===== config.mk =====
export PLATFORM = sky130hd
export DESIGN_NAME = mixed_radix_counter
export DESIGN_NICKNAME = d
export VERILOG_FILES = /design/src/rtl/core/mrc_pkg.sv /design/src/rtl/core/mixed_radix_counter.sv /design/src/rtl/core/mrc_regs.sv /design/src/rtl/core/mrc_conv.sv /design/src/rtl/core/mrc_odometer.sv
export SDC_FILE = /design/constraint.sdc
export NUM_CORES = 1
export LEC_CHECK = 0
export ABC_AREA = 1
export BUFFER_PORTS_ARGS = -buffer_cell sky130_fd_sc_hd__clkbuf_2
export CAP_MARGIN = 20
export CORE_MARGIN = 5
export CORE_UTILIZATION = 52
export CTS_CLUSTER_SIZE = 16
export DETAILED_ROUTE_END_ITERATION = 10
export PLACE_DENSITY = 0.74
export SLEW_MARGIN = 20
export SYNTH_ARGS = -nofsm -noshare
export SYNTH_HDL_FRONTEND = slang
export SYNTH_SLANG_ARGS = --single-unit

===== constraint.sdc =====
create_clock -name i_clk -period 10.3 [get_ports i_clk]
set_clock_uncertainty 0.15 [all_clocks]
set_input_delay 2.575 -clock i_clk [delete_from_list [all_inputs] [get_ports i_clk]]
set_output_delay 2.575 -clock i_clk [all_outputs]
set_load 0.1 [all_outputs]

===== src/rtl/core/mrc_pkg.sv =====
// ----------------------------------------------------------------------------
// mrc_pkg
// Shared types, codes and defaults for the mixed-radix odometer counter.
// ----------------------------------------------------------------------------
package mrc_pkg;

    localparam int MAX_DIGITS_DEF = 8;
    localparam int DIGIT_BITS_DEF = 4;

    localparam int FIELD_W = 32;   // packed digit vectors, linear count, value
    localparam int STEP_W  = 16;
    localparam int PROD_W  = 33;   // product of bases, up to 2^32
    localparam int ACT_W   = 4;
    localparam int ADDR_W  = 3;

    localparam logic [ACT_W-1:0]   ACTIVE_RESET = 4'd8;
    localparam logic [FIELD_W-1:0] BASES_RESET  = 32'h1111_1111;

    // command codes
    localparam logic [1:0] CMD_CLEAR   = 2'd0;
    localparam logic [1:0] CMD_ADVANCE = 2'd1;
    localparam logic [1:0] CMD_CONVERT = 2'd2;

    // register select (address bit 2)
    localparam logic REG_ACTIVE = 1'b0;
    localparam logic REG_BASES  = 1'b1;

    typedef enum logic [1:0] {
        ST_IDLE,
        ST_DIGITS,
        ST_STEPS,
        ST_DONE
    } t_state;

    typedef struct packed {
        logic clear;
        logic step;
    } t_odo_ctrl;

    typedef struct packed {
        logic [ACT_W-1:0]   active;
        logic [FIELD_W-1:0] bases;
        logic               wr;
    } t_cfg;

endpackage


===== src/rtl/core/mixed_radix_counter.sv =====
// ----------------------------------------------------------------------------
// mixed_radix_counter
// Mixed-radix odometer counter with clear, advance and convert commands.
// ----------------------------------------------------------------------------
// Usage:
//   Input channel (i_in_valid / o_in_stall) carries one item: i_cmd,
//   i_step_count, i_query_digits. Output channel (o_out_valid / i_out_stall)
//   returns exactly one result item per input item, held in an output
//   register until taken.
//   Each item first runs the digit-serial weighting unit, one digit per
//   cycle over the n active digits (product of bases, and the converted
//   value for a convert). An advance then steps the odometer once per cycle,
//   step_count times. The done state then loads the output register;
//   the next item is taken in the cycle after the result is registered.
//   o_in_stall is high while an item is in work. A stalled result stays in
//   the output register; a finished item waits in the done state until the
//   register frees up.
//   Reset (synchronous, active low): counter and linear count zero,
//   8 active digits, every base 2, no result pending.
//   Configuration writes (APB-style, pready tied high) are expected while
//   idle; writing either register clears the count.
// ----------------------------------------------------------------------------
module mixed_radix_counter
    import mrc_pkg::*;
#(
    parameter int MAX_DIGITS = MAX_DIGITS_DEF,
    parameter int DIGIT_BITS = DIGIT_BITS_DEF
) (
    input  logic               i_clk,
    input  logic               i_rst_n,
    // input channel
    input  logic               i_in_valid,
    output logic               o_in_stall,
    input  logic [1:0]         i_cmd,
    input  logic [STEP_W-1:0]  i_step_count,
    input  logic [FIELD_W-1:0] i_query_digits,
    // output channel
    output logic               o_out_valid,
    input  logic               i_out_stall,
    output logic [FIELD_W-1:0] o_count_digits,
    output logic [FIELD_W-1:0] o_linear_count,
    output logic [FIELD_W-1:0] o_converted_value,
    output logic [PROD_W-1:0]  o_total_states,
    // configuration port
    input  logic               psel,
    input  logic               penable,
    input  logic               pwrite,
    input  logic [ADDR_W-1:0]  paddr,
    input  logic [FIELD_W-1:0] pwdata,
    output logic [FIELD_W-1:0] prdata,
    output logic               pready
);

    localparam int NW    = $clog2(MAX_DIGITS + 1);
    localparam int CMP_W = (NW > ACT_W) ? NW : ACT_W;

    t_cfg               w_cfg;
    t_odo_ctrl          w_ctrl;
    t_state             r_state;
    t_state             n_state;
    logic [1:0]         r_cmd;
    logic [1:0]         n_cmd;
    logic [NW-1:0]      r_left;        // digits still to weigh
    logic [NW-1:0]      n_left;
    logic [STEP_W-1:0]  r_steps;       // increments still to do
    logic [STEP_W-1:0]  n_steps;
    logic [NW-1:0]      w_ndig;
    logic [CMP_W-1:0]   w_act;
    logic               w_accept;
    logic               w_conv_load;
    logic               w_conv_run;
    logic               w_out_load;
    logic               r_out_valid;
    logic [FIELD_W-1:0] w_sum;
    logic [PROD_W-1:0]  w_product;
    logic [FIELD_W-1:0] w_count;
    logic [FIELD_W-1:0] w_linear;
    logic [FIELD_W-1:0] r_count_digits;
    logic [FIELD_W-1:0] r_linear_count;
    logic [FIELD_W-1:0] r_converted_value;
    logic [PROD_W-1:0]  r_total_states;

    // active digit count, clamped to 1..MAX_DIGITS
    assign w_act = CMP_W'(w_cfg.active);
    always_comb begin
        if (w_act == '0) begin
            w_ndig = NW'(1);
        end else if (w_act > CMP_W'(MAX_DIGITS)) begin
            w_ndig = NW'(MAX_DIGITS);
        end else begin
            w_ndig = w_act[NW-1:0];
        end
    end

    assign o_in_stall = (r_state != ST_IDLE);
    assign w_accept   = i_in_valid && !o_in_stall;

    mrc_regs u_regs (
        .i_clk   (i_clk),
        .i_rst_n (i_rst_n),
        .psel    (psel),
        .penable (penable),
        .pwrite  (pwrite),
        .paddr   (paddr),
        .pwdata  (pwdata),
        .prdata  (prdata),
        .pready  (pready),
        .o_cfg   (w_cfg)
    );

    mrc_conv #(
        .MAX_DIGITS (MAX_DIGITS),
        .DIGIT_BITS (DIGIT_BITS)
    ) u_conv (
        .i_clk     (i_clk),
        .i_load    (w_conv_load),
        .i_run     (w_conv_run),
        .i_query   (i_query_digits),
        .i_bases   (w_cfg.bases),
        .i_ndig    (w_ndig),
        .o_sum     (w_sum),
        .o_product (w_product)
    );

    mrc_odometer #(
        .MAX_DIGITS (MAX_DIGITS),
        .DIGIT_BITS (DIGIT_BITS)
    ) u_odo (
        .i_clk          (i_clk),
        .i_rst_n        (i_rst_n),
        .i_ctrl         (w_ctrl),
        .i_bases        (w_cfg.bases),
        .i_ndig         (w_ndig),
        .o_count_digits (w_count),
        .o_linear_count (w_linear)
    );

    // sequencer state
    always_ff @(posedge i_clk) begin
        if (!i_rst_n) begin
            r_state <= ST_IDLE;
        end else begin
            r_state <= n_state;
        end
    end

    always_ff @(posedge i_clk) begin
        r_cmd   <= n_cmd;
        r_left  <= n_left;
        r_steps <= n_steps;
    end

    // next state and control
    always_comb begin
        n_state     = r_state;
        n_cmd       = r_cmd;
        n_left      = r_left;
        n_steps     = r_steps;
        w_conv_load = 1'b0;
        w_conv_run  = 1'b0;
        w_out_load  = 1'b0;
        w_ctrl      = '{clear: w_cfg.wr, step: 1'b0};

        case (r_state)
            ST_IDLE: begin
                if (w_accept) begin
                    n_state     = ST_DIGITS;
                    n_cmd       = i_cmd;
                    n_left      = w_ndig;
                    n_steps     = i_step_count;
                    w_conv_load = 1'b1;
                    case (i_cmd)
                        CMD_CLEAR: w_ctrl.clear = 1'b1;
                        default:   w_ctrl.clear = w_cfg.wr;
                    endcase
                end
            end
            ST_DIGITS: begin
                w_conv_run = 1'b1;
                n_left     = r_left - NW'(1);
                if (r_left == NW'(1)) begin
                    if (r_cmd == CMD_ADVANCE && r_steps != '0) begin
                        n_state = ST_STEPS;
                    end else begin
                        n_state = ST_DONE;
                    end
                end
            end
            ST_STEPS: begin
                w_ctrl.step = 1'b1;
                n_steps     = r_steps - STEP_W'(1);
                if (r_steps == STEP_W'(1)) begin
                    n_state = ST_DONE;
                end
            end
            ST_DONE: begin
                // wait for the output register to free up
                if (!r_out_valid || !i_out_stall) begin
                    w_out_load = 1'b1;
                    n_state    = ST_IDLE;
                end
            end
            default: begin
                n_state = ST_IDLE;
            end
        endcase
    end

    // output register
    always_ff @(posedge i_clk) begin
        if (!i_rst_n) begin
            r_out_valid <= 1'b0;
        end else if (w_out_load) begin
            r_out_valid <= 1'b1;
        end else if (!i_out_stall) begin
            r_out_valid <= 1'b0;
        end
    end

    always_ff @(posedge i_clk) begin
        if (w_out_load) begin
            r_count_digits    <= w_count;
            r_linear_count    <= w_linear;
            r_converted_value <= (r_cmd == CMD_CONVERT) ? w_sum : '0;
            r_total_states    <= w_product;
        end
    end

    assign o_out_valid       = r_out_valid;
    assign o_count_digits    = r_count_digits;
    assign o_linear_count    = r_linear_count;
    assign o_converted_value = r_converted_value;
    assign o_total_states    = r_total_states;

endmodule


===== src/rtl/core/mrc_regs.sv =====
// ----------------------------------------------------------------------------
// mrc_regs
// Configuration registers on an APB-style port; any write clears the count.
// ----------------------------------------------------------------------------
module mrc_regs
    import mrc_pkg::*;
(
    input  logic               i_clk,
    input  logic               i_rst_n,
    input  logic               psel,
    input  logic               penable,
    input  logic               pwrite,
    input  logic [ADDR_W-1:0]  paddr,
    input  logic [FIELD_W-1:0] pwdata,
    output logic [FIELD_W-1:0] prdata,
    output logic               pready,
    output t_cfg               o_cfg
);

    logic [ACT_W-1:0]   r_active;
    logic [FIELD_W-1:0] r_bases;
    logic               w_wr;

    assign pready = 1'b1;
    assign w_wr   = psel && penable && pwrite;

    always_ff @(posedge i_clk) begin
        if (!i_rst_n) begin
            r_active <= ACTIVE_RESET;
            r_bases  <= BASES_RESET;
        end else if (w_wr) begin
            case (paddr[2])
                REG_ACTIVE: r_active <= pwdata[ACT_W-1:0];
                REG_BASES:  r_bases  <= pwdata;
                default:    r_bases  <= r_bases;
            endcase
        end
    end

    always_comb begin
        case (paddr[2])
            REG_ACTIVE: prdata = FIELD_W'(r_active);
            REG_BASES:  prdata = r_bases;
            default:    prdata = '0;
        endcase
    end

    assign o_cfg.active = r_active;
    assign o_cfg.bases  = r_bases;
    assign o_cfg.wr     = w_wr;

endmodule


===== src/rtl/core/mrc_conv.sv =====
// ----------------------------------------------------------------------------
// mrc_conv
// Digit-serial weighting unit: one query digit and one base per cycle,
// least significant digit first; yields the converted value and the product.
// ----------------------------------------------------------------------------
module mrc_conv
    import mrc_pkg::*;
#(
    parameter int MAX_DIGITS = MAX_DIGITS_DEF,
    parameter int DIGIT_BITS = DIGIT_BITS_DEF
) (
    input  logic                              i_clk,
    input  logic                              i_load,
    input  logic                              i_run,
    input  logic [FIELD_W-1:0]                i_query,
    input  logic [FIELD_W-1:0]                i_bases,
    input  logic [$clog2(MAX_DIGITS+1)-1:0]   i_ndig,
    output logic [FIELD_W-1:0]                o_sum,
    output logic [PROD_W-1:0]                 o_product
);

    localparam int PW    = MAX_DIGITS * DIGIT_BITS;
    localparam int EXT_W = (PW > FIELD_W) ? PW : FIELD_W;
    localparam int SH_W  = $clog2(PW + 1);

    logic [EXT_W-1:0]           w_qext;
    logic [EXT_W-1:0]           w_bext;
    logic [SH_W-1:0]            w_shamt;
    logic [PW-1:0]              r_q;
    logic [PW-1:0]              r_b;
    logic [PROD_W-1:0]          r_weight;
    logic [FIELD_W-1:0]         r_sum;
    logic [DIGIT_BITS-1:0]      w_qd;
    logic [DIGIT_BITS:0]        w_bd;
    logic [FIELD_W+DIGIT_BITS-1:0] w_term;
    logic [PROD_W+DIGIT_BITS:0]    w_wprod;

    assign w_qext  = EXT_W'(i_query);
    assign w_bext  = EXT_W'(i_bases);
    // left-justify so digit n-1 sits at the top; inactive digits fall off
    assign w_shamt = SH_W'((MAX_DIGITS - int'(i_ndig)) * DIGIT_BITS);

    assign w_qd    = r_q[PW-1 -: DIGIT_BITS];
    assign w_bd    = {1'b0, r_b[PW-1 -: DIGIT_BITS]} + (DIGIT_BITS+1)'(1);
    assign w_term  = r_weight[FIELD_W-1:0] * w_qd;
    assign w_wprod = r_weight * w_bd;

    always_ff @(posedge i_clk) begin
        if (i_load) begin
            r_q      <= w_qext[PW-1:0] << w_shamt;
            r_b      <= w_bext[PW-1:0] << w_shamt;
            r_weight <= PROD_W'(1);
            r_sum    <= '0;
        end else if (i_run) begin
            r_q      <= r_q << DIGIT_BITS;
            r_b      <= r_b << DIGIT_BITS;
            r_weight <= w_wprod[PROD_W-1:0];
            r_sum    <= r_sum + w_term[FIELD_W-1:0];
        end
    end

    assign o_sum     = r_sum;
    assign o_product = r_weight;

endmodule


===== src/rtl/core/mrc_odometer.sv =====
// ----------------------------------------------------------------------------
// mrc_odometer
// Digit store and single-step increment with carry ripple and wrap.
// ----------------------------------------------------------------------------
module mrc_odometer
    import mrc_pkg::*;
#(
    parameter int MAX_DIGITS = MAX_DIGITS_DEF,
    parameter int DIGIT_BITS = DIGIT_BITS_DEF
) (
    input  logic                              i_clk,
    input  logic                              i_rst_n,
    input  t_odo_ctrl                         i_ctrl,
    input  logic [FIELD_W-1:0]                i_bases,
    input  logic [$clog2(MAX_DIGITS+1)-1:0]   i_ndig,
    output logic [FIELD_W-1:0]                o_count_digits,
    output logic [FIELD_W-1:0]                o_linear_count
);

    localparam int PW    = MAX_DIGITS * DIGIT_BITS;
    localparam int EXT_W = (PW > FIELD_W) ? PW : FIELD_W;

    logic [DIGIT_BITS-1:0] r_digits [MAX_DIGITS];
    logic [DIGIT_BITS-1:0] n_digits [MAX_DIGITS];
    logic [FIELD_W-1:0]    r_linear;
    logic [FIELD_W-1:0]    n_linear;
    logic [MAX_DIGITS:0]   w_tail;     // digit k and all above it at max
    logic [EXT_W-1:0]      w_bext;
    logic [EXT_W-1:0]      w_pack;

    assign w_bext = EXT_W'(i_bases);

    always_comb begin
        w_tail[MAX_DIGITS] = 1'b1;
        for (int k = MAX_DIGITS - 1; k >= 0; k--) begin
            w_tail[k] = (k >= int'(i_ndig)) ||
                        ((r_digits[k] == w_bext[k*DIGIT_BITS +: DIGIT_BITS]) && w_tail[k+1]);
        end

        n_linear = r_linear;
        for (int k = 0; k < MAX_DIGITS; k++) begin
            n_digits[k] = r_digits[k];
        end

        if (i_ctrl.clear) begin
            n_linear = '0;
            for (int k = 0; k < MAX_DIGITS; k++) begin
                n_digits[k] = '0;
            end
        end else if (i_ctrl.step) begin
            // every active digit at max: the whole counter wraps
            n_linear = w_tail[0] ? '0 : r_linear + FIELD_W'(1);
            for (int k = 0; k < MAX_DIGITS; k++) begin
                if (k < int'(i_ndig)) begin
                    if (w_tail[k]) begin
                        n_digits[k] = '0;
                    end else if (w_tail[k+1]) begin
                        n_digits[k] = r_digits[k] + DIGIT_BITS'(1);
                    end
                end
            end
        end
    end

    always_ff @(posedge i_clk) begin
        if (!i_rst_n) begin
            r_linear <= '0;
            for (int k = 0; k < MAX_DIGITS; k++) begin
                r_digits[k] <= '0;
            end
        end else begin
            r_linear <= n_linear;
            for (int k = 0; k < MAX_DIGITS; k++) begin
                r_digits[k] <= n_digits[k];
            end
        end
    end

    always_comb begin
        w_pack = '0;
        for (int k = 0; k < MAX_DIGITS; k++) begin
            if (k < int'(i_ndig)) begin
                w_pack[k*DIGIT_BITS +: DIGIT_BITS] = r_digits[k];
            end
        end
    end

    assign o_count_digits = w_pack[FIELD_W-1:0];
    assign o_linear_count = r_linear;

endmodule


Yosys cells after proc, flatten, opt, wreduce, memory -nomap -nowiden
Memory sizes are Yosys's and may differ from the RTL's.
Index checks and enable logic that the tools add are counted.
{ "totals": {"ramBits": 32, "inputBits": 92, "reg_bits": 351, "out_inout_bits": 164, "word_cells": 191, "memories": 1} }
{ "memory_table": {"columns": ["name", "depth", "word_bits", "rd", "rd_ports_with_merged_regs", "wr", "line", "source"], "rows": [
  ["u_odo.r_digits", 8, 4, 8, 0, 8, "mrc_odometer.sv:23", "logic [DIGIT_BITS-1:0] r_digits [MAX_DIGITS];"]
]} }
{ "classes": {"muxes": 64, "n_eq_ne": 20, "n_shift": 2, "bitwise": 10, "reduce_logical": 38, "n_lt_le_gt_ge": 17, "multipliers": 2, "add_sub_neg": 14} }
{ "ops": {"columns": ["operator", "count"], "rows": [
  ["2-to-1 mux 32 bit", 7],
  ["2-to-1 mux 4 bit", 34],
  ["case mux 32 bit (2 select lines)", 1],
  ["left shift 32 x 6 -> 32 bit", 2],
  ["multiplier 33 x 5 -> 33 bit", 1],
  ["adder 32 x 1 -> 32 bit (second input constant)", 1],
  ["adder 32 bit", 1],
  ["adder 4 x 1 -> 4 bit (second input constant)", 8],
  ["== test 4 bit", 8],
  ["multiplier 32 x 4 -> 32 bit", 1],
  ["case mux 16 bit (2 select lines)", 1],
  ["== test 16 x 1 -> 1 bit (second input constant)", 1],
  [">= comparator 3 x 4 -> 1 bit (first input constant)", 4],
  ["< comparator 3 x 4 -> 1 bit (first input constant)", 4],
  ["2-to-1 mux 16 bit", 1],
  ["nonzero test 16 bit", 1],
  ["subtractor 16 x 1 -> 16 bit (second input constant)", 1],
  ["2-to-1 mux 1 bit", 14],
  ["logical AND 1 bit", 11],
  ["AND reduction 2 bit", 5],
  ["logical OR 1 bit", 9],
  [">= comparator 1 x 4 -> 1 bit (first input constant)", 2],
  [">= comparator 2 x 4 -> 1 bit (first input constant)", 2],
  ["< comparator 1 x 4 -> 1 bit (first input constant)", 2],
  ["21 further kinds", 45]
]} }

Depth between registers and ports, before layout
Gate-level depths: netlist of the first run.
{ "logic_depth": {"ltp_word": 24, "mapped_depth": 25, "mapped_depth_nobuf": 25} }

Modules after synthesis
A second synthesis of the first run with hierarchy kept.
{ "hier_totals": {"cells_unflattened": 3800, "area_unflattened_um2": 28472.3} }
{ "by_module_without_submodules": {"columns": ["mod", "area_each_um2", "cells_per_inst", "instances", "seq_area_each_um2"], "rows": [
  ["mrc_conv", 16743.6, 2490, 1, 3223.1],
  ["mixed_radix_counter", 5821.8, 397, 1, 4594.4],
  ["mrc_odometer", 4125.2, 621, 1, 1281.2],
  ["mrc_regs", 1781.7, 292, 1, 720.7]
]} }

Worst setup path after synthesis of the first run
OpenSTA, ideal clock, no wires.
{ "synth_path": {"path_type": "input -> register", "startpoint": "input i_out_stall", "endpoint": "register r_converted_value[0], in the netlist o_converted_value[0], enable pin", "t_arrival_ps": 8805, "stages": 1, "path_buffers": 0, "slack_ps": 685, "t_required_ps": 9491, "setup_ps": 659, "cell_sequence": "a21oi_1"} }
{ "synth_via": {"elab_chain_cells": 4} }
{ "synth_rtl": {"columns": ["item", "line", "source"], "rows": [
  ["start: declaration", "mixed_radix_counter.sv:39", "input logic i_out_stall,"],
  ["zero test 1 bit", null, null],
  ["logical OR 1 bit", "mixed_radix_counter.sv:198", "if (!r_out_valid || !i_out_stall) begin"],
  ["2-to-1 mux 1 bit", "mixed_radix_counter.sv:198", null],
  ["2-to-1 mux 1 bit", "mixed_radix_counter.sv:164", "case (r_state)"],
  ["end signal: assignment", "mixed_radix_counter.sv:224", "r_converted_value <= (r_cmd == CMD_CONVERT) ? w_sum : '0;"],
  ["end: declaration", "mixed_radix_counter.sv:80", "logic [FIELD_W-1:0] r_converted_value;"]
]} }
Every way passes these cells.
A chain may end at the register's enable or synchronous reset.

Final worst setup path of the first run
{ "layout_path": {"startpoint": "input paddr[2]", "endpoint": "output prdata[0]"} }
{ "layout_via": {"elab_chain_cells": 2} }
{ "layout_rtl": {"columns": ["item", "line", "source"], "rows": [
  ["start: declaration", "mixed_radix_counter.sv:48", "input logic [ADDR_W-1:0] paddr,"],
  ["inverter 1 bit", "mrc_regs.sv:41", "case (paddr[2])"],
  ["case mux 32 bit (2 select lines) (*)", "mrc_regs.sv:41", null],
  ["end: declaration", "mixed_radix_counter.sv:50", "output logic [FIELD_W-1:0] prdata,"]
]} }
Every way passes the cells marked *; elsewhere a longest branch is shown, timed or not.

==> summary.md, run 1 <==
| Metric | Value |
|---|---|
| Status | `complete, no violations` |
| Mapped Cells | `3280` |
| Crit-path leading delay family | `buffers and inverters` |
| Most common cell in the netlist | `nand2_1` |
| Fin crit share | `65.43%` |
| GRT overflow | `0` |
| Asr flop ratio synth | `0%` |
| Met2 wire len | `32860 um` |
| Clock transition at path regs | `0.06 ns` |
| WP buf/inv | `3` |
| Most area-consuming cells after synthesis | `edfxtp_1 (24%), fa_1 (13%), dfxtp_1 (13%)` |
| Syn-to-layout area delta | `12.76%` |
| Final HPWL DP | `51670 um` |
| Library cells used by synthesis | `61` |
| Top Layer Used | `met5` |
| CTS buffer count | `43` |
| IO buf count | `252` |
| YS warnings | `0` |
| Yosys top cell area share | `24.47%` |
| Req. time, crit path | `7.58 ns` |
| Sequential share of the synthesized area | `37.22%` |
| Post-route cell area | `29750 um^2` |
| Hold_buf cts | `0` |
| Setup TNS | `0 ns` |
| Worst-skew pair later-pin latency | `0.60 ns` |
| Worst setup startpoint | `paddr[2]` |
| Endpoint class of the critical path | `primary output` |
| RSZ-0062 raised after global routing | `false` |
| Cts repair resizes | `0` |
| Slowest cell on crit path | `clkbuf_2` |
| Core area | `50170 um^2` |
| CTS tree | `built` |
| CP cell instances | `clkbuf_2 -> inv_1 -> o21ai_0 -> clkbuf_2` |
| Sequential Area | `9819 um^2` |
| Post-synth EDFFs | `215` |
| Flops & latches, synth | `383` |
| I/O pin total | `256` |
| Maxcap violations | `0` |
| Total vias in the final route | `22090` |
| Crit Path Class | `in -> out` |
| Drt first pass iters | `5` |
| Layout cells sized above 1 | `11.72%` |
| Antenna Nets Post-Route | `0` |
| Worst-Margin Slew | `0.9910 ns` |
| Initial antenna violation count | `2` |
| Clk sinks | `383` |
| DR iter-0 viols | `1744` |
| Initial Util | `52.59%` |
| Post-synthesis area per instance | `8.044 um^2` |
| H-tree levels | `2` |
| Critical Path AT | `4.01 ns` |
| Reg2reg end | `u_conv.o_product[21]` |
| Max incr delay on CP | `0.52 ns` |
| Vert. Die Dim | `235.3 um` |
| Fmax | `0.1484 GHz` |
| VDD IR max | `0.1512 mV` |
| Max-Slew Margin vs Limit | `33.93%` |
| Worst hold slack | `0.2872 ns` |
| R2R Setup Slk | `4.18 ns` |
| Clock root buffer | `clkbuf_16` |
| DIE AREA | `55340 um^2` |
| CP most frequent cell | `clkbuf_2` |
| Vias per cell | `5.275` |
| Cell Pwr Density | `297.1 nW/um^2` |
| Critical path depth in cells | `4` |
| Post-Route WL | `69820 um` |
| Final hold viol count | `0` |
| Area of the multi-input gates | `13690 um^2` |
| Worst Reg-to-Reg Cells | `23` |
| Met3 Routed Length | `4809 um` |
| # rows | `82` |
| Crit path time final | `6.740 ns` |
| Nets | `3837` |
| # diodes | `0` |
| M1 WL | `29840 um` |
| Syn_nets | `3636` |
| Vias in the first global route | `21610` |
| Critical R2R Launch | `u_conv.r_b[28]` |
| Setup violators final | `0` |
| Fillers | `4510` |
| Largest net degree at the start of global routing | `80` |
| Max Slew Vio Count | `0` |
| Leading register cell type out of synthesis | `edfxtp_1` |
| Worst setup endpoint | `prdata[0]` |
| First-pass GRT wire length | `113800 um` |
| Leakage | `14.37 nW` |
| Clock buffer depth | `3` |
| Global Route Usage Sum | `24.75%` |
| Top cells by instance count after synthesis | `nand2_1 (652), inv_1 (621), nor2_1 (341), o21ai_0 (217), edfxtp_1 (215)` |
| Placed instance area | `28190 um^2` |
| GP Congestion | `0.9343` |
| DRC viols | `0` |
| CP Max Fanout | `36` |
| Die width | `235.3 um` |
| Wire length per cell | `16.67 um` |
| Biggest area consumer among synthesized cells | `edfxtp_1` |
| Hold Crit Class | `reg -> reg` |
| Post-CTS setup repair buffer count | `0` |
| Synth Cell Area | `26380 um^2` |
| Startpoint Class | `input pin` |
-- metrics by stage --
stage	utilization, %	setup WS (ns)	cells	power [mW]
after floorplan	-	0.6854	3280	6.016
after global placement	56.19	3.618	4108	7.050
after detailed placement	56.19	3.589	4108	7.157
final	59.30	3.560	4188	8.840
after global routing	59.30	3.379	4188	9.611
after CTS	59.30	3.580	4188	8.882
-- registers in the layout, summed over array words and instances, names as in the netlist, 4 cells and up --
signal,flops
o_linear_count,32
u_regs.r_active,4
u_conv.r_b,32
o_total_states,33
u_conv.o_product,33
o_count_digits,32
r_steps,16
u_regs.r_bases,32
u_conv.o_sum,32
u_odo.o_linear_count,32
u_odo.r_digits,32
o_converted_value,32
r_left,4
u_conv.r_q,32
-- metal layers --
metal,track usage [%],vias to the layer above
met4,8.251,4
met1,33.38,10400
met3,3.971,149
met2,41.08,762
met5,0,-
li1,-,10780
-- logic make-up (layout without fill, tap and decap cells) --
kind of cell | after synthesis | count (layout) | synth area share (%)
muxes | 6 | 6 | 0.2276
AOI/OAI and AO/OA | 578 | 578 | 12.12
buffers and inverters | 759 | 995 | 10.97
and+or+nand+nor | 1192 | 1192 | 18.78
DFF | 383 | 383 | 37.22
other | 1 | 1 | 0.01421
adders and majority gates | 264 | 264 | 17.41
xor gates and xnor gates | 97 | 97 | 3.248
-- final cells by class --
| class | instances | area share [%] |
|---|---|---|
| well taps | 672 | 2.826 |
| repair buffers | 276 | 4.845 |
| inverters | 639 | 8.062 |
| clock inverters | 20 | 0.9883 |
| flip-flops and latches | 383 | 33.01 |
| multi-input cells | 2138 | 46.03 |
| clock buffers | 60 | 4.248 |
-- cell usage in the layout (no fill, tap or decap), types with 13 or more instances in the layout --
| cell type | count |
|---|---|
| nand2_1 | 651 |
| inv_1 | 618 |
| nor2_1 | 341 |
| clkbuf_2 | 252 |
| o21ai_0 | 216 |
| edfxtp_1 | 215 |
| a21oi_1 | 190 |
| fa_1 | 172 |
| dfxtp_1 | 168 |
| ha_1 | 91 |
| nand3_1 | 86 |
| xor2_1 | 65 |
| o21ai_1 | 55 |
| clkbuf_16 | 46 |
| xnor2_1 | 31 |
| nor3_1 | 26 |
| buf_4 | 24 |
| nand4_1 | 21 |
| o211ai_1 | 20 |
| inv_2 | 16 |
| a31oi_1 | 15 |
| o22ai_1 | 13 |
-- worst min path at each step --
stage,from,end,slack (ns),cells past startpoint
after floorplan,u_conv.o_product[0],o_total_states[0],0.26,0
after global placement,u_odo.o_linear_count[22],o_linear_count[22],0.28,0
after detailed placement,u_odo.o_linear_count[22],o_linear_count[22],0.27,0
after CTS,u_odo.o_linear_count[22],o_linear_count[22],0.29,0
after global routing,u_odo.o_linear_count[22],o_linear_count[22],0.30,0
final,u_odo.o_linear_count[22],o_linear_count[22],0.29,0
-- power breakdown --
group	switching, mW	total [mW]	internal, mW
registers	0.298	2.35	2.05
clock network	0.667	1.68	1.02
logic	3.29	4.81	1.51
-- worst reg2reg max path, stage by stage, from the launching register on --
cell and delay (ns):
edfxtp_1 0.60, ha_1 0.32, nand2_1 0.08, inv_1 0.04, nor2_1 0.38, inv_2 0.36, nor2_1 0.22, fa_1 0.47
fa_1 0.55, inv_1 0.06, fa_1 0.53, inv_1 0.04, ha_1 0.31, inv_1 0.10, o21ai_0 0.10, a21oi_1 0.26
o21ai_1 0.20, a21boi_0 0.55, o21ai_1 0.19, nand2_1 0.12, a21o_1 0.11, nand3_1 0.11, nand2_1 0.10, inv_1 0.04
(Power assumes the default switching activity.)
==> run 2: changes to the inputs <==
==> constraint.sdc (replaced) <==
create_clock -name i_clk -period 7 [get_ports i_clk]
set_clock_uncertainty 0.15 [all_clocks]
set_input_delay 1.75 -clock i_clk [delete_from_list [all_inputs] [get_ports i_clk]]
set_output_delay 1.75 -clock i_clk [all_outputs]
set_load 0.1 [all_outputs]
==> summary.md, run 2 (same netlist as run 1, synthesis figures left out) <==
| Metric | Value |
|---|---|
| Fin crit share | `84.74%` |
| Hold_buf cts | `0 (unchanged)` |
| Area of the multi-input gates | `13690 um^2 (unchanged)` |
| GP Congestion | `0.9287 (-0.60%)` |
| Vias in the first global route | `21680 (+0.34%)` |
| Wire length per cell | `16.66 um (about the same)` |
| Max incr delay on CP | `0.65 ns (+0.13 ns)` |
| Endpoint class of the critical path | `register` |
| Most frequent cells in the layout | `nand2_1 (651), inv_1 (618), nor2_1 (341), clkbuf_2 (252), o21ai_0 (216)` |
| Status | `complete, no violations` |
| GRT overflow | `0 (unchanged)` |
| Antenna Nets Post-Route | `0 (unchanged)` |
| R2R Setup Slk | `1.07 ns (-3.11 ns)` |
| Nets | `3839 (+0.052%)` |
| Cts repair resizes | `0 (unchanged)` |
| DIE AREA | `55340 um^2 (unchanged)` |
| Reg2reg end | `u_conv.o_product[32]` |
| Commonest non-fill, non-tap cell in the layout | `nand2_1` |
| Crit path time final | `5.932 ns` |
| CP most frequent cell | `nand2_1` |
| I/O pin total | `256 (unchanged)` |
| Cell Pwr Density | `431.4 nW/um^2 (+45%)` |
| # rows | `82 (unchanged)` |
| Finished Core Util | `59.05% (-0.25 points)` |
| Fmax | `0.1686 GHz` |
| DR iter-0 viols | `1688 (-3.2%)` |
| Initial antenna violation count | `0 (-2)` |
| Sequential Area | `9819 um^2 (unchanged)` |
| Die width | `235.3 um (unchanged)` |
| Final instance count without filler cells | `4190 (+0.048%)` |
| Layout cells sized above 1 | `11.82% (+0.11 points)` |
| DRC viols | `0 (unchanged)` |
| Max Slew Vio Count | `0 (unchanged)` |
| Critical R2R Launch | `u_conv.r_b[28]` |
| Global Route Usage Sum | `24.55% (-0.20 points)` |
| Min-Delay Path Depth | `0 (unchanged)` |
| First-pass GRT wire length | `112300 um (-1.3%)` |
| Setup violators final | `0 (unchanged)` |
| Worst setup startpoint | `u_conv.r_b[28]` |
| Worst Reg-to-Reg Cells | `25 (+8.7%)` |
| Crit Path Class | `reg -> reg` |
| VDD IR max | `0.2344 mV (+55%)` |
| Drt first pass iters | `6 (+1)` |
| Syn-to-layout area delta | `12.29%` |
| Worst setup endpoint | `u_conv.o_product[32]` |
| WP buf/inv | `6 (+3)` |
| Vert. Die Dim | `235.3 um (unchanged)` |
| Critical Path AT | `6.26 ns (+2.25 ns)` |
| RSZ-0062 raised after global routing | `false` |
| Initial Util | `52.59% (unchanged)` |
| Total power draw | `12.78 mW (+45%)` |
| Worst-Margin Slew | `0.9692 ns (-0.02182 ns)` |
| Critical path depth in cells | `25 (+21)` |
| Total vias in the final route | `22140 (+0.22%)` |
| Maxcap violations | `0 (unchanged)` |
| Max-Slew Margin vs Limit | `35.32% (+1.4 points)` |
| Setup TNS | `0 ns (unchanged)` |
| Placed instance count | `4110 (+0.049%)` |
| Startpoint Class | `register` |
| Final HPWL DP | `51720 um (about the same)` |
| Slowest cell on crit path | `inv_1` |
| Hold Crit Class | `reg -> reg` |
| Clock buffer depth | `3 (unchanged)` |
| Worst-skew pair later-pin latency | `0.59 ns (about the same)` |
| Leakage | `14.30 nW (-0.45%)` |
| Post-Route WL | `69810 um (about the same)` |
| Clock root buffer | `clkbuf_16` |
| IO buf count | `252 (unchanged)` |
| Post-CTS setup repair buffer count | `0 (unchanged)` |
| Clk sinks | `383 (unchanged)` |
| Req. time, crit path | `7.33 ns (-0.25 ns)` |
| Clock transition at path regs | `0.06 ns (about the same)` |
| Vias per cell | `5.284 (+0.17%)` |
| # diodes | `0 (unchanged)` |
| CP Max Fanout | `23 (-36%)` |
| Core area | `50170 um^2 (unchanged)` |
| Fillers | `4560 (+1.1%)` |
| Crit-path leading delay family | `adder cells` |
| H-tree levels | `2 (unchanged)` |
| CTS buffer count | `43 (unchanged)` |
| CTS tree | `built` |
| Largest net degree at the start of global routing | `74 (-7.5%)` |
| Final hold viol count | `0 (unchanged)` |
-- run 2: changes by cell type in the layout (fill, tap and decap cells not counted), sizes merged --
cell / previous run / this run
clkbuf: 312 / 307
buf: 24 / 26
clkinv: 18 / 24
clkinvlp: 0 / 4
bufinv: 6 / 1
-- run 2: layer usage --
layer  GRT usage, %  up-vias  share of wire, %
met2          41.19      781                47
met3          4.089      112               7.0
met4          6.861        0               2.7
met5              0        -                 0
met1          33.21    10450                43
li1               -    10800                 -
-- run 2: power by group --
part           internal (mW)  switching [mW]
clock network           1.25           0.999
logic                   2.24            4.82
registers               3.02           0.457
-- run 2: layout make-up --
cell class,count,area share (%)
clock buffer,55,3.957
tap,672,2.838
inverter,639,8.096
sequential,383,33.14
multi-input combinational,2138,46.22
clock inverter,25,0.7855
timing repair buffer,278,4.958
-- run 2: per-stage QoR --
stage | hold slack (ns) | worst slack (ns) | instance area, um^2
finish | 0.2784 | 1.068 | 29630
global route | 0.2807 | 0.7168 | 29630
CTS | 0.2779 | 1.128 | 29630
detailed placement | 0.2633 | 1.137 | 28220
global placement | 0.2668 | 1.214 | 28220
floorplan | 0.2564 | 0.9319 | 26390
-- run 2: worst min path at each step --
stage	startpoint	end	slack, ns
finish	u_odo.o_linear_count[22]	o_linear_count[22]	0.28
global placement	u_odo.o_linear_count[22]	o_linear_count[22]	0.27
floorplan	u_conv.o_product[0]	o_total_states[0]	0.26
detailed placement	u_odo.o_linear_count[22]	o_linear_count[22]	0.26
CTS	u_odo.o_linear_count[22]	o_linear_count[22]	0.28
global route	u_odo.o_linear_count[22]	o_linear_count[22]	0.28
-- run 2: worst reg2reg max path: stages, from the launching register on --
cell and delay [ns]:
edfxtp_1 0.36, buf_4 0.19, ha_1 0.22, nand2_1 0.08
nor2_1 0.04, buf_4 0.15, inv_1 0.65, nor2_1 0.15
fa_1 0.54, fa_1 0.54, inv_1 0.05, fa_1 0.52
inv_1 0.04, ha_1 0.35, nand3_1 0.11, nand3_1 0.12
a21oi_1 0.33, inv_1 0.08, nand2_1 0.07, nand2_1 0.09
a21boi_1 0.30, o21ai_0 0.25, a31oi_1 0.24, nand2_1 0.08
nand3_1 0.07, nand2_1 0.05
